### src/rtl/core/escrc_pkg.sv
// ----------------------------------------------------------------------------
// escrc_pkg : shared types and constants for the escape stuffing codec
// Register indexes, reset values, the CRC-8 step function and the structs
// that pass between the codec modules.
// ----------------------------------------------------------------------------
package escrc_pkg;

   localparam int unsigned CSR_INDEX_W = 3;
   localparam int unsigned CSR_DATA_W  = 8;

   // register indexes on the csr port
   localparam logic [CSR_INDEX_W-1:0] REG_DECODE_MODE   = 3'd0;
   localparam logic [CSR_INDEX_W-1:0] REG_SYNC_SYMBOL   = 3'd1;
   localparam logic [CSR_INDEX_W-1:0] REG_ESCAPE_SYMBOL = 3'd2;
   localparam logic [CSR_INDEX_W-1:0] REG_SYNC_CODE     = 3'd3;
   localparam logic [CSR_INDEX_W-1:0] REG_ESCAPE_CODE   = 3'd4;
   localparam logic [CSR_INDEX_W-1:0] REG_CRC_START     = 3'd5;

   // reset values
   localparam logic       RST_DECODE_MODE   = 1'b0;
   localparam logic [7:0] RST_SYNC_SYMBOL   = 8'hAA;
   localparam logic [7:0] RST_ESCAPE_SYMBOL = 8'hA9;
   localparam logic [7:0] RST_SYNC_CODE     = 8'h01;
   localparam logic [7:0] RST_ESCAPE_CODE   = 8'h00;
   localparam logic [7:0] RST_CRC_START     = 8'h00;

   localparam logic [7:0] CRC_POLY = 8'h9B;

   typedef struct packed {
      logic       decode_mode;
      logic [7:0] sync_symbol;
      logic [7:0] escape_symbol;
      logic [7:0] sync_code;
      logic [7:0] escape_code;
      logic [7:0] crc_start;
   } cfg_type;

   // one result as worked out from the held item
   typedef struct packed {
      logic [7:0] out_byte;
      logic       byte_valid;
      logic [7:0] crc_next;
      logic       run_last;
      logic       pending_next;
   } step_type;

   // crc * x^8 mod 0x19B, then xor the new byte
   function automatic logic [7:0] crc8_step(input logic [7:0] crc, input logic [7:0] data);
      logic [7:0] v;
      v = crc;
      for (int i = 0; i < 8; i++) begin
         v = v[7] ? ({v[6:0], 1'b0} ^ CRC_POLY) : {v[6:0], 1'b0};
      end
      return v ^ data;
   endfunction

endpackage

### src/rtl/core/escrc_req_if.sv
// ----------------------------------------------------------------------------
// escrc_req_if : input channel of the codec
// Valid/ready channel carrying one frame byte and its end-of-frame mark.
// ----------------------------------------------------------------------------
interface escrc_req_if;
   logic       valid;
   logic       ready;
   logic [7:0] data_byte;
   logic       frame_last;

   modport source (output valid, output data_byte, output frame_last, input ready);
   modport sink   (input valid, input data_byte, input frame_last, output ready);
endinterface

### src/rtl/core/escrc_rsp_if.sv
// ----------------------------------------------------------------------------
// escrc_rsp_if : result channel of the codec
// Valid/ready channel carrying one produced byte with its CRC and markers.
// ----------------------------------------------------------------------------
interface escrc_rsp_if;
   logic       valid;
   logic       ready;
   logic [7:0] out_byte;
   logic       byte_valid;
   logic [7:0] running_crc;
   logic       run_last;
   logic       frame_end;

   modport source (output valid, output out_byte, output byte_valid, output running_crc,
                   output run_last, output frame_end, input ready);
   modport sink   (input valid, input out_byte, input byte_valid, input running_crc,
                   input run_last, input frame_end, output ready);
endinterface

### src/rtl/core/escrc_csr.sv
// ----------------------------------------------------------------------------
// escrc_csr : configuration registers
// Write-only register file; out-of-range indexes are ignored.
// ----------------------------------------------------------------------------
module escrc_csr (
   input  logic                                 clock,
   input  logic                                 reset,
   input  logic                                 wr_en,
   input  logic [escrc_pkg::CSR_INDEX_W-1:0]    index,
   input  logic [escrc_pkg::CSR_DATA_W-1:0]     wdata,
   output escrc_pkg::cfg_type                   cfg
);

   escrc_pkg::cfg_type cfg_ff;
   escrc_pkg::cfg_type cfg_in;

   always_comb begin
      cfg_in = cfg_ff;
      if (wr_en) begin
         unique case (index)
            escrc_pkg::REG_DECODE_MODE:   cfg_in.decode_mode   = wdata[0];
            escrc_pkg::REG_SYNC_SYMBOL:   cfg_in.sync_symbol   = wdata;
            escrc_pkg::REG_ESCAPE_SYMBOL: cfg_in.escape_symbol = wdata;
            escrc_pkg::REG_SYNC_CODE:     cfg_in.sync_code     = wdata;
            escrc_pkg::REG_ESCAPE_CODE:   cfg_in.escape_code   = wdata;
            escrc_pkg::REG_CRC_START:     cfg_in.crc_start     = wdata;
            default:                      cfg_in = cfg_ff;
         endcase
      end
   end

   always_ff @(posedge clock) begin
      if (reset) begin
         cfg_ff.decode_mode   <= escrc_pkg::RST_DECODE_MODE;
         cfg_ff.sync_symbol   <= escrc_pkg::RST_SYNC_SYMBOL;
         cfg_ff.escape_symbol <= escrc_pkg::RST_ESCAPE_SYMBOL;
         cfg_ff.sync_code     <= escrc_pkg::RST_SYNC_CODE;
         cfg_ff.escape_code   <= escrc_pkg::RST_ESCAPE_CODE;
         cfg_ff.crc_start     <= escrc_pkg::RST_CRC_START;
      end else begin
         cfg_ff <= cfg_in;
      end
   end

   assign cfg = cfg_ff;

endmodule

### src/rtl/core/escrc_step.sv
// ----------------------------------------------------------------------------
// escrc_step : per-result codec logic
// Works out one result from the held byte, the phase and the frame state.
// ----------------------------------------------------------------------------
module escrc_step (
   input  escrc_pkg::cfg_type  cfg,
   input  logic [7:0]          data_byte,
   input  logic                phase,      // 1: second result of an expanded byte
   input  logic [7:0]          crc,
   input  logic                pending,
   output escrc_pkg::step_type res
);

   logic       is_sync;
   logic       is_special;
   logic [7:0] code;

   assign is_sync    = (data_byte == cfg.sync_symbol);
   assign is_special = is_sync || (data_byte == cfg.escape_symbol);
   assign code       = is_sync ? cfg.sync_code : cfg.escape_code;

   always_comb begin
      res.pending_next = pending;
      res.run_last     = 1'b1;
      res.byte_valid   = 1'b1;
      if (!cfg.decode_mode) begin
         if (is_special && !phase) begin
            res.out_byte = cfg.escape_symbol;
            res.run_last = 1'b0;
         end else if (is_special) begin
            res.out_byte = code;
         end else begin
            res.out_byte = data_byte;
         end
         res.crc_next = escrc_pkg::crc8_step(crc, res.out_byte);
      end else begin
         res.crc_next = escrc_pkg::crc8_step(crc, data_byte);
         if (is_special) begin
            res.pending_next = 1'b1;
            res.byte_valid   = 1'b0;
            res.out_byte     = 8'h00;
         end else if (pending) begin
            res.pending_next = 1'b0;
            res.out_byte     = (data_byte == cfg.sync_code) ? cfg.sync_symbol
                                                            : cfg.escape_symbol;
         end else begin
            res.out_byte = data_byte;
         end
      end
   end

endmodule

### src/rtl/core/escape_stuffing_codec_with_crc8_top.sv
// ----------------------------------------------------------------------------
// escape_stuffing_codec_with_crc8_top : byte stuffing codec with CRC-8
// Path: input register, then result register, then offered on rsp.
// Throughput: one input per cycle while rsp takes the results; an encoded sync or
//   escape byte holds the input register until both its wire bytes are loaded.
// Reset: synchronous, active high; empties both registers, loads the
//   configuration defaults, CRC to 0x00 and clears the escape flag.
// ----------------------------------------------------------------------------
module escape_stuffing_codec_with_crc8_top (
   input  logic                              clock,
   input  logic                              reset,
   escrc_req_if.sink                         req_chan,
   escrc_rsp_if.source                       rsp_chan,
   input  logic                              csr_wr_en,
   input  logic [escrc_pkg::CSR_INDEX_W-1:0] csr_index,
   input  logic [escrc_pkg::CSR_DATA_W-1:0]  csr_wdata
);

   escrc_pkg::cfg_type  cfg;
   escrc_pkg::step_type res;

   // input register: one held item
   logic       hold_valid_ff, hold_valid_in;
   logic [7:0] hold_byte_ff;
   logic       hold_last_ff;
   logic       phase_ff, phase_in;

   // frame state
   logic [7:0] crc_ff, crc_in;
   logic       pending_ff, pending_in;

   // result register
   logic       rsp_valid_ff, rsp_valid_in;
   logic [7:0] out_byte_ff;
   logic       byte_valid_ff;
   logic [7:0] running_crc_ff;
   logic       run_last_ff;
   logic       frame_end_ff;

   logic req_xfer;
   logic load;        // a result moves into the result register
   logic item_done;   // ...and it is the last one of the held item

   escrc_csr u_csr (
      .clock (clock),
      .reset (reset),
      .wr_en (csr_wr_en),
      .index (csr_index),
      .wdata (csr_wdata),
      .cfg   (cfg)
   );

   escrc_step u_step (
      .cfg       (cfg),
      .data_byte (hold_byte_ff),
      .phase     (phase_ff),
      .crc       (crc_ff),
      .pending   (pending_ff),
      .res       (res)
   );

   // result register frees when empty or when its transfer happens now
   assign load      = hold_valid_ff && (!rsp_valid_ff || rsp_chan.ready);
   assign item_done = load && res.run_last;

   // input register takes a new item when empty or as the current one finishes
   assign req_chan.ready = !hold_valid_ff || item_done;
   assign req_xfer       = req_chan.valid && req_chan.ready;

   always_comb begin
      hold_valid_in = hold_valid_ff;
      if (req_xfer) begin
         hold_valid_in = 1'b1;
      end else if (item_done) begin
         hold_valid_in = 1'b0;
      end
      phase_in = load ? !res.run_last : phase_ff;

      crc_in     = crc_ff;
      pending_in = pending_ff;
      if (load) begin
         if (item_done && hold_last_ff) begin
            // frame closes: restart CRC, drop any dangling escape
            crc_in     = cfg.crc_start;
            pending_in = 1'b0;
         end else begin
            crc_in     = res.crc_next;
            pending_in = res.pending_next;
         end
      end

      if (load) begin
         rsp_valid_in = 1'b1;
      end else if (rsp_chan.ready) begin
         rsp_valid_in = 1'b0;
      end else begin
         rsp_valid_in = rsp_valid_ff;
      end
   end

   always_ff @(posedge clock) begin
      if (reset) begin
         hold_valid_ff <= 1'b0;
         phase_ff      <= 1'b0;
         crc_ff        <= escrc_pkg::RST_CRC_START;
         pending_ff    <= 1'b0;
         rsp_valid_ff  <= 1'b0;
      end else begin
         hold_valid_ff <= hold_valid_in;
         phase_ff      <= phase_in;
         crc_ff        <= crc_in;
         pending_ff    <= pending_in;
         rsp_valid_ff  <= rsp_valid_in;
      end
   end

   // payload registers, no reset
   always_ff @(posedge clock) begin
      if (req_xfer) begin
         hold_byte_ff <= req_chan.data_byte;
         hold_last_ff <= req_chan.frame_last;
      end
      if (load) begin
         out_byte_ff    <= res.out_byte;
         byte_valid_ff  <= res.byte_valid;
         running_crc_ff <= res.crc_next;
         run_last_ff    <= res.run_last;
         frame_end_ff   <= res.run_last && hold_last_ff;
      end
   end

   assign rsp_chan.valid       = rsp_valid_ff;
   assign rsp_chan.out_byte    = out_byte_ff;
   assign rsp_chan.byte_valid  = byte_valid_ff;
   assign rsp_chan.running_crc = running_crc_ff;
   assign rsp_chan.run_last    = run_last_ff;
   assign rsp_chan.frame_end   = frame_end_ff;

   // second wire byte only ever pending on a held item
   a_phase_needs_item: assert property (@(posedge clock) disable iff (reset)
      phase_ff |-> hold_valid_ff)
      else $error("phase set with empty input register");

   // frame close restarts the CRC and clears the escape flag
   a_frame_restart: assert property (@(posedge clock) disable iff (reset)
      (item_done && hold_last_ff) |=> (crc_ff == $past(cfg.crc_start)) && !pending_ff)
      else $error("frame state not restarted at frame end");

   // frame end only on the closing result of an item
   a_frame_end_last: assert property (@(posedge clock) disable iff (reset)
      (rsp_valid_ff && frame_end_ff) |-> run_last_ff)
      else $error("frame_end without run_last");

endmodule

### src/flat_wrapper.sv
// flat-port wrapper written by rule: the top's interface ports become plain ports
module escape_stuffing_codec_with_crc8_top_flat 
  (clock, reset, csr_wr_en, csr_index, csr_wdata, req_chan_valid, req_chan_data_byte, req_chan_frame_last, req_chan_ready, rsp_chan_valid, rsp_chan_out_byte, rsp_chan_byte_valid, rsp_chan_running_crc, rsp_chan_run_last, rsp_chan_frame_end, rsp_chan_ready);
  escrc_req_if req_chan_i ();
  escrc_rsp_if rsp_chan_i ();
  input  logic clock;
  input  logic reset;
  input  logic csr_wr_en;
  input  logic [escrc_pkg::CSR_INDEX_W-1:0] csr_index;
  input  logic [escrc_pkg::CSR_DATA_W-1:0] csr_wdata;
  input wire logic [$bits(req_chan_i.valid)-1:0] req_chan_valid;
  input wire logic [$bits(req_chan_i.data_byte)-1:0] req_chan_data_byte;
  input wire logic [$bits(req_chan_i.frame_last)-1:0] req_chan_frame_last;
  output wire logic [$bits(req_chan_i.ready)-1:0] req_chan_ready;
  output wire logic [$bits(rsp_chan_i.valid)-1:0] rsp_chan_valid;
  output wire logic [$bits(rsp_chan_i.out_byte)-1:0] rsp_chan_out_byte;
  output wire logic [$bits(rsp_chan_i.byte_valid)-1:0] rsp_chan_byte_valid;
  output wire logic [$bits(rsp_chan_i.running_crc)-1:0] rsp_chan_running_crc;
  output wire logic [$bits(rsp_chan_i.run_last)-1:0] rsp_chan_run_last;
  output wire logic [$bits(rsp_chan_i.frame_end)-1:0] rsp_chan_frame_end;
  input wire logic [$bits(rsp_chan_i.ready)-1:0] rsp_chan_ready;
  assign req_chan_i.valid = req_chan_valid;
  assign req_chan_i.data_byte = req_chan_data_byte;
  assign req_chan_i.frame_last = req_chan_frame_last;
  assign req_chan_ready = req_chan_i.ready;
  assign rsp_chan_valid = rsp_chan_i.valid;
  assign rsp_chan_out_byte = rsp_chan_i.out_byte;
  assign rsp_chan_byte_valid = rsp_chan_i.byte_valid;
  assign rsp_chan_running_crc = rsp_chan_i.running_crc;
  assign rsp_chan_run_last = rsp_chan_i.run_last;
  assign rsp_chan_frame_end = rsp_chan_i.frame_end;
  assign rsp_chan_i.ready = rsp_chan_ready;
  escape_stuffing_codec_with_crc8_top u_core (.clock(clock), .reset(reset), .req_chan(req_chan_i), .rsp_chan(rsp_chan_i), .csr_wr_en(csr_wr_en), .csr_index(csr_index), .csr_wdata(csr_wdata));
endmodule
### config.mk
export PLATFORM = sky130hd
export DESIGN_NAME = escape_stuffing_codec_with_crc8_top_flat
export DESIGN_NICKNAME = d
export VERILOG_FILES = /design/src/rtl/core/escrc_pkg.sv /design/src/rtl/core/escrc_req_if.sv /design/src/rtl/core/escrc_rsp_if.sv /design/src/rtl/core/escrc_csr.sv /design/src/rtl/core/escrc_step.sv /design/src/rtl/core/escape_stuffing_codec_with_crc8_top.sv /design/src/flat_wrapper.sv
export SDC_FILE = /design/constraint.sdc
export NUM_CORES = 1
export LEC_CHECK = 0
export BUFFER_PORTS_ARGS = -buffer_cell sky130_fd_sc_hd__buf_2
export CAP_MARGIN = 10
export CORE_ASPECT_RATIO = 1.25
export CORE_UTILIZATION = 64
export DETAILED_ROUTE_END_ITERATION = 8
export MAX_ROUTING_LAYER = met4
export PLACE_DENSITY = 0.85
export SETUP_SLACK_MARGIN = 0.2
export SYNTH_ARGS = -nofsm -noshare
export SYNTH_HDL_FRONTEND = slang
export SYNTH_HIERARCHICAL = 1
export SYNTH_SLANG_ARGS = --single-unit
### constraint.sdc
create_clock -name clock -period 7.2 [get_ports clock]
set_clock_uncertainty 0.15 [all_clocks]
set_input_delay 0.36 -clock clock [delete_from_list [all_inputs] [get_ports clock]]
set_output_delay 0.36 -clock clock [all_outputs]
set_load 0.01 [all_outputs]
======== Yosys cells after proc, flatten, opt, wreduce, memory -nomap -nowiden ========
Cells that the tools add are included.
cells by class
  equality and inequality tests ........... 8
  mux-type cells .......................... 28
  bitwise operators ....................... 10
  reduce and logical (&&, ||, !) cells .... 24
operator list
  cell                count
  $mux 8              18
  $not 5->5           8
  $eq 8x8->1          3
  $xor 8x8->8         2
  $reduce_and 2->1    7
  $mux 1              10
  $eq 3x2->1 const B  2
  $eq 3x3->1 const B  2
  $logic_and 1x1->1   6
  $reduce_bool 2->1   3
  $logic_not 1->1     4
  $eq 3x1->1 const B  1
  $logic_not 3->1     1
  $logic_or 1x1->1    3
storage, ports and cells
  output and inout bits ................... 21
  register bits after elaboration ......... 81
  logic and storage cells ................. 88

======== Depth between registers and ports, before layout ========
  word-level depth ........................ 19
  gate-level depth with buffers ........... 12
  gate-level depth less buffers ........... 9

======== By module ========
The synthesis kept the hierarchy.
modules (own cells, without submodules)
  module                               area an instance (sq um)  times used  cells each
  escrc_csr                            1694.1                    1           155
  escrc_step                           1496.4                    1           205
  escape_stuffing_codec_with_crc8_top  1376.3                    1           91

======== Worst setup path before layout ========
No wires, ideal clock.
  path type ............................... reg-to-reg
  start point ............................. reg u_core.hold_byte_ff[6]
  end point ............................... reg u_core.hold_byte_ff[0], enable pin
  arrival ................................. 2023 ps
  slack ................................... 4745 ps
  library setup time ...................... 282 ps
  cell stages (with the launch flop) ...... 11
  path through ............................ edfxtp_1 buf_6 xnor2_1 nand4_1 or2_1 buf_6 buf_6 nand2_1 nand2b_1 a21o_2 and2_1
RTL lines
  element                 RTL line                                    source
  from (decl)             escape_stuffing_codec_with_crc8_top.sv:24   logic [7:0] hold_byte_ff;
  from (signal assigned)  escape_stuffing_codec_with_crc8_top.sv:120  hold_byte_ff <= req_chan.data_byte;

==> flow_summary_export.csv <==
group,metric,value,unit
logic_synthesis,ys_ff_latch,81,
logic_synthesis,synth_nets,476,
critical_path,path_max_fanout,13,
timing,finalWorstPathRequiredPeriod,3.73,ns
power_and_ir_drop,p_leak,1.90,nW
logic_synthesis,synth_ff_type,"dfxtp_1",
clock_network,cts_tree,"built",
logic_synthesis,synth-edff-count,28,
drt,drtAntennaViolNets,0,
timing,period_share,51.8,%
die,die_area,7480,um^2
global_route,grt_pass1_vias,3332,
power_and_ir_drop,intPower,0.725,mW
clock_network,clock-sinks,81,
clock_network,cts.path.max_buffers,2,
logic_synthesis,yosys.cell_types.count,60,
timing,finalHoldViolCount,0,
timing,drv_slew,0,
power_and_ir_drop,netSwitchingFraction,27.7,%
logic_synthesis,synth_area,4570,um^2
global_route,antenna_found_initial,0,
die,initial_core_util,65.9,%
clock_network,cts_resized,0,
power_and_ir_drop,switching_power,0.277,mW
critical_path,critPathKind,"reg -> reg",
die,coreArea,6930,um^2
cells_and_area,final_cell_mix,"mux2i_1 (56), dfxtp_1 (53), buf_2 (45), nand2b_1 (44), nor2_1 (31)",
power_and_ir_drop,seq_power_share,51.6,%
clock_network,post_cts.repair.setup_buffers,0,
global_route,grt_pass1_wl,17900,um
clock_network,insertion_delay,0.35,ns
drt,drt_iter0_drc,366,
critical_path,start_kind,"flip-flop",
cells_and_area,drive_gt1_share,15.8,%
logic_synthesis,seq_area_frac_synth,41.6,%
timing,max_freq,268,MHz
timing,fin_setup_tns,0,ns
critical_path,cp_top_family,"simple AND/OR/NAND/NOR gates",
logic_synthesis,avgSynthCellArea,10.1,um^2
placement,port_buffers,45,
drt,totalWireLength,11600,um
die,std_cell_rows,34,
power_and_ir_drop,clockPowerShare,32.2,%
run,maxCapViolations,0,
cells_and_area,fin_util,70.7,%
cells_and_area,final_nets,502,
drt,routedWlPerCell,20.2,um
critical_path,crit_top_cell,"nor2_1",
drt,num_vias,3640,
critical_path,cp_num_buf_inv,0,
logic_synthesis,async_flop_share,0,%
status,status,"finished, final reports clean",
worst_hold_path,worstHoldPathType,"in -> reg",
timing,worst_slew_pin_slew,1.21,ns
timing,setup_viol_count_final,0,
global_route,grt_start_max_net_pins,66,
critical_path,worstPathRequired,7.24,ns
power_and_ir_drop,p_per_area,204,nW/um^2
die,die_w,77.6,um
timing,rsz0062_at_grt,"false",
power_and_ir_drop,p_comb_share,16.2,%
cells_and_area,antenna_cells,0,
critical_path,cp.arrival,3.77,ns
logic_synthesis,ys_warn_count,6,
global_route,grt.overflow.total,0,
cells_and_area,areaGrowthSynthToFinish,7.40,%
die,dieHeight,96.4,um
timing,slew-limit-headroom,18.7,%
drt,firstDrtPassIters,5,
drt,vias_per_cell,6.36,
critical_path,critPathMaxStageDelay,0.96,ns
power_and_ir_drop,irDropWorstVdd,138,uV
critical_path,cp-end-kind,"flip-flop",
clock_network,h-tree-depth,3,
global_route,grt_use_total,33.7,%
clock_network,hold_buffers,0,
critical_path,crit_chain,"xnor2_1, nand4_1, nor2_1, nor2_1, o311a_1, o32a_1, nand2_1, a311oi_1",
placement,dp.final_hpwl,8270,um
critical_path,cpMaxStageDelayCell,"nor2_1",
clock_network,clk_pin_slew,0.08,ns
drt,drt_drc_violations_left,0,
placement,place_congestion,0.971,
cells_and_area,final_common_cell,"mux2i_1",
clock_network,cts_root_buffer,"clkbuf_8",
die,ios,46,
logic_synthesis,synth_cells,451,
clock_network,cts_buffers,9,
==> routing by layer <==
| metal | GRT usage [%] | vias to the layer above | wire (um) |
|---|---|---|---|
| li1 | - | 1677 | - |
| met1 | 41.6 | 1793 | 4960 |
| met2 | 55.7 | 145 | 5760 |
| met3 | 5.73 | 25 | 604 |
| met4 | 12.9 | 0 | 239 |
| met5 | - | - | 0 |
==> through the flow <==
step / hold WS, ns / std cells / power [mW] / setup WS, ns / cell area [um^2]
2_1_floorplan: 0.282 / 451 / 0.641 / 4.75 / 4570
3_3_place_gp: 0.311 / 556 / 0.682 / 3.66 / 4720
3_5_place_dp: 0.317 / 556 / 0.686 / 3.59 / 4720
4_1_cts: 0.0180 / 572 / 1.00 / 3.58 / 4900
5_1_grt: 0.0169 / 572 / 1.04 / 3.33 / 4900
6_report: 0.0282 / 572 / 1.00 / 3.47 / 4900
==> logic make-up after synthesis <==
| family | synth area share [%] |
|---|---|
| and+or+nand+nor | 21.3 |
| muxes | 12.8 |
| buffers and inverters | 4.85 |
| xor gates and xnor gates | 7.67 |
| AOI/OAI and AO/OA | 11.8 |
| DFF | 41.6 |
==> power by group through the flow <==
| stage | Combinational, mW | Clock [mW] | Sequential, mW |
|---|---|---|---|
| after CTS | 0.159 | 0.326 | 0.517 |
| after detailed placement | 0.158 | 0 | 0.528 |
| after floorplan | 0.117 | 0 | 0.523 |
| after global routing | 0.174 | 0.346 | 0.520 |
| after global placement | 0.155 | 0 | 0.527 |
| final | 0.162 | 0.323 | 0.517 |
==> cell type report <==
type / instances / area, um^2
Fill cell: 542 / 2030
Timing Repair Buffer: 47 / 240
Clock buffer: 12 / 135
Inverter: 4 / 20.0
Clock inverter: 4 / 51.3
Tap cell: 90 / 113
Multi-Input combinational cell: 334 / 2440
Sequential cell: 81 / 1900
==> state kept, by name (all words and copies together) (netlist names) <==
| name | flops |
|---|---|
| u_core/u_csr/cfg | 41 |
| u_core/rsp_chan.out_byte | 8 |
| u_core/rsp_chan.frame_end | 1 |
| u_core/rsp_chan.running_crc | 8 |
| u_core/rsp_chan.valid | 1 |
| u_core/hold_byte_ff | 8 |
| u_core/pending_ff | 1 |
| u_core/hold_last_ff | 1 |
| u_core/rsp_chan.run_last | 1 |
| u_core/crc_ff | 8 |
| u_core/hold_valid_ff | 1 |
| u_core/rsp_chan.byte_valid | 1 |
| u_core/phase_ff | 1 |
==> worst paths after layout <==
path	startpoint	to	slack [ns]	cells past startpoint
worst max-delay path	u_core/hold_byte_ff[7]	u_core/crc_ff[6]	3.47	8
worst max register to register	u_core/hold_byte_ff[7]	u_core/crc_ff[6]	3.47	8
worst min register to register	u_core/u_csr/cfg[5]	u_core/u_csr/cfg[5]	0.33	2
worst min-delay path	req_chan_data_byte[4]	u_core/hold_byte_ff[4]	0.03	1
==> Yosys cell counts (3+ instances only) <==
cell type	number	area (um^2)
nand2b_1	44	275
and2_1	3	18.8
nor3b_1	9	67.6
clkbuf_2	4	20.0
nand2_1	25	93.8
nor4b_1	3	26.3
nor4_1	3	18.8
a311oi_1	8	70.1
buf_4	5	37.5
buf_6	7	78.8
o31ai_1	3	22.5
o21ai_0	6	30.0
nor2b_1	6	37.5
nand4bb_1	3	33.8
o32a_1	3	30.0
buf_2	4	20.0
a21oi_1	26	130
xor2_1	24	210
nand4_1	11	68.8
edfxtp_1	28	841
a22oi_1	4	30.0
a41oi_1	3	26.3
o32ai_1	3	26.3
clkbuf_1	12	45.0
nor2_1	31	116
inv_1	3	11.3
xnor2_1	16	140
nand3b_1	4	30.0
or2_2	3	18.8
mux2i_1	56	561
dfxtp_1	53	1060
Note: power is estimated with default switching activity, not from simulation.
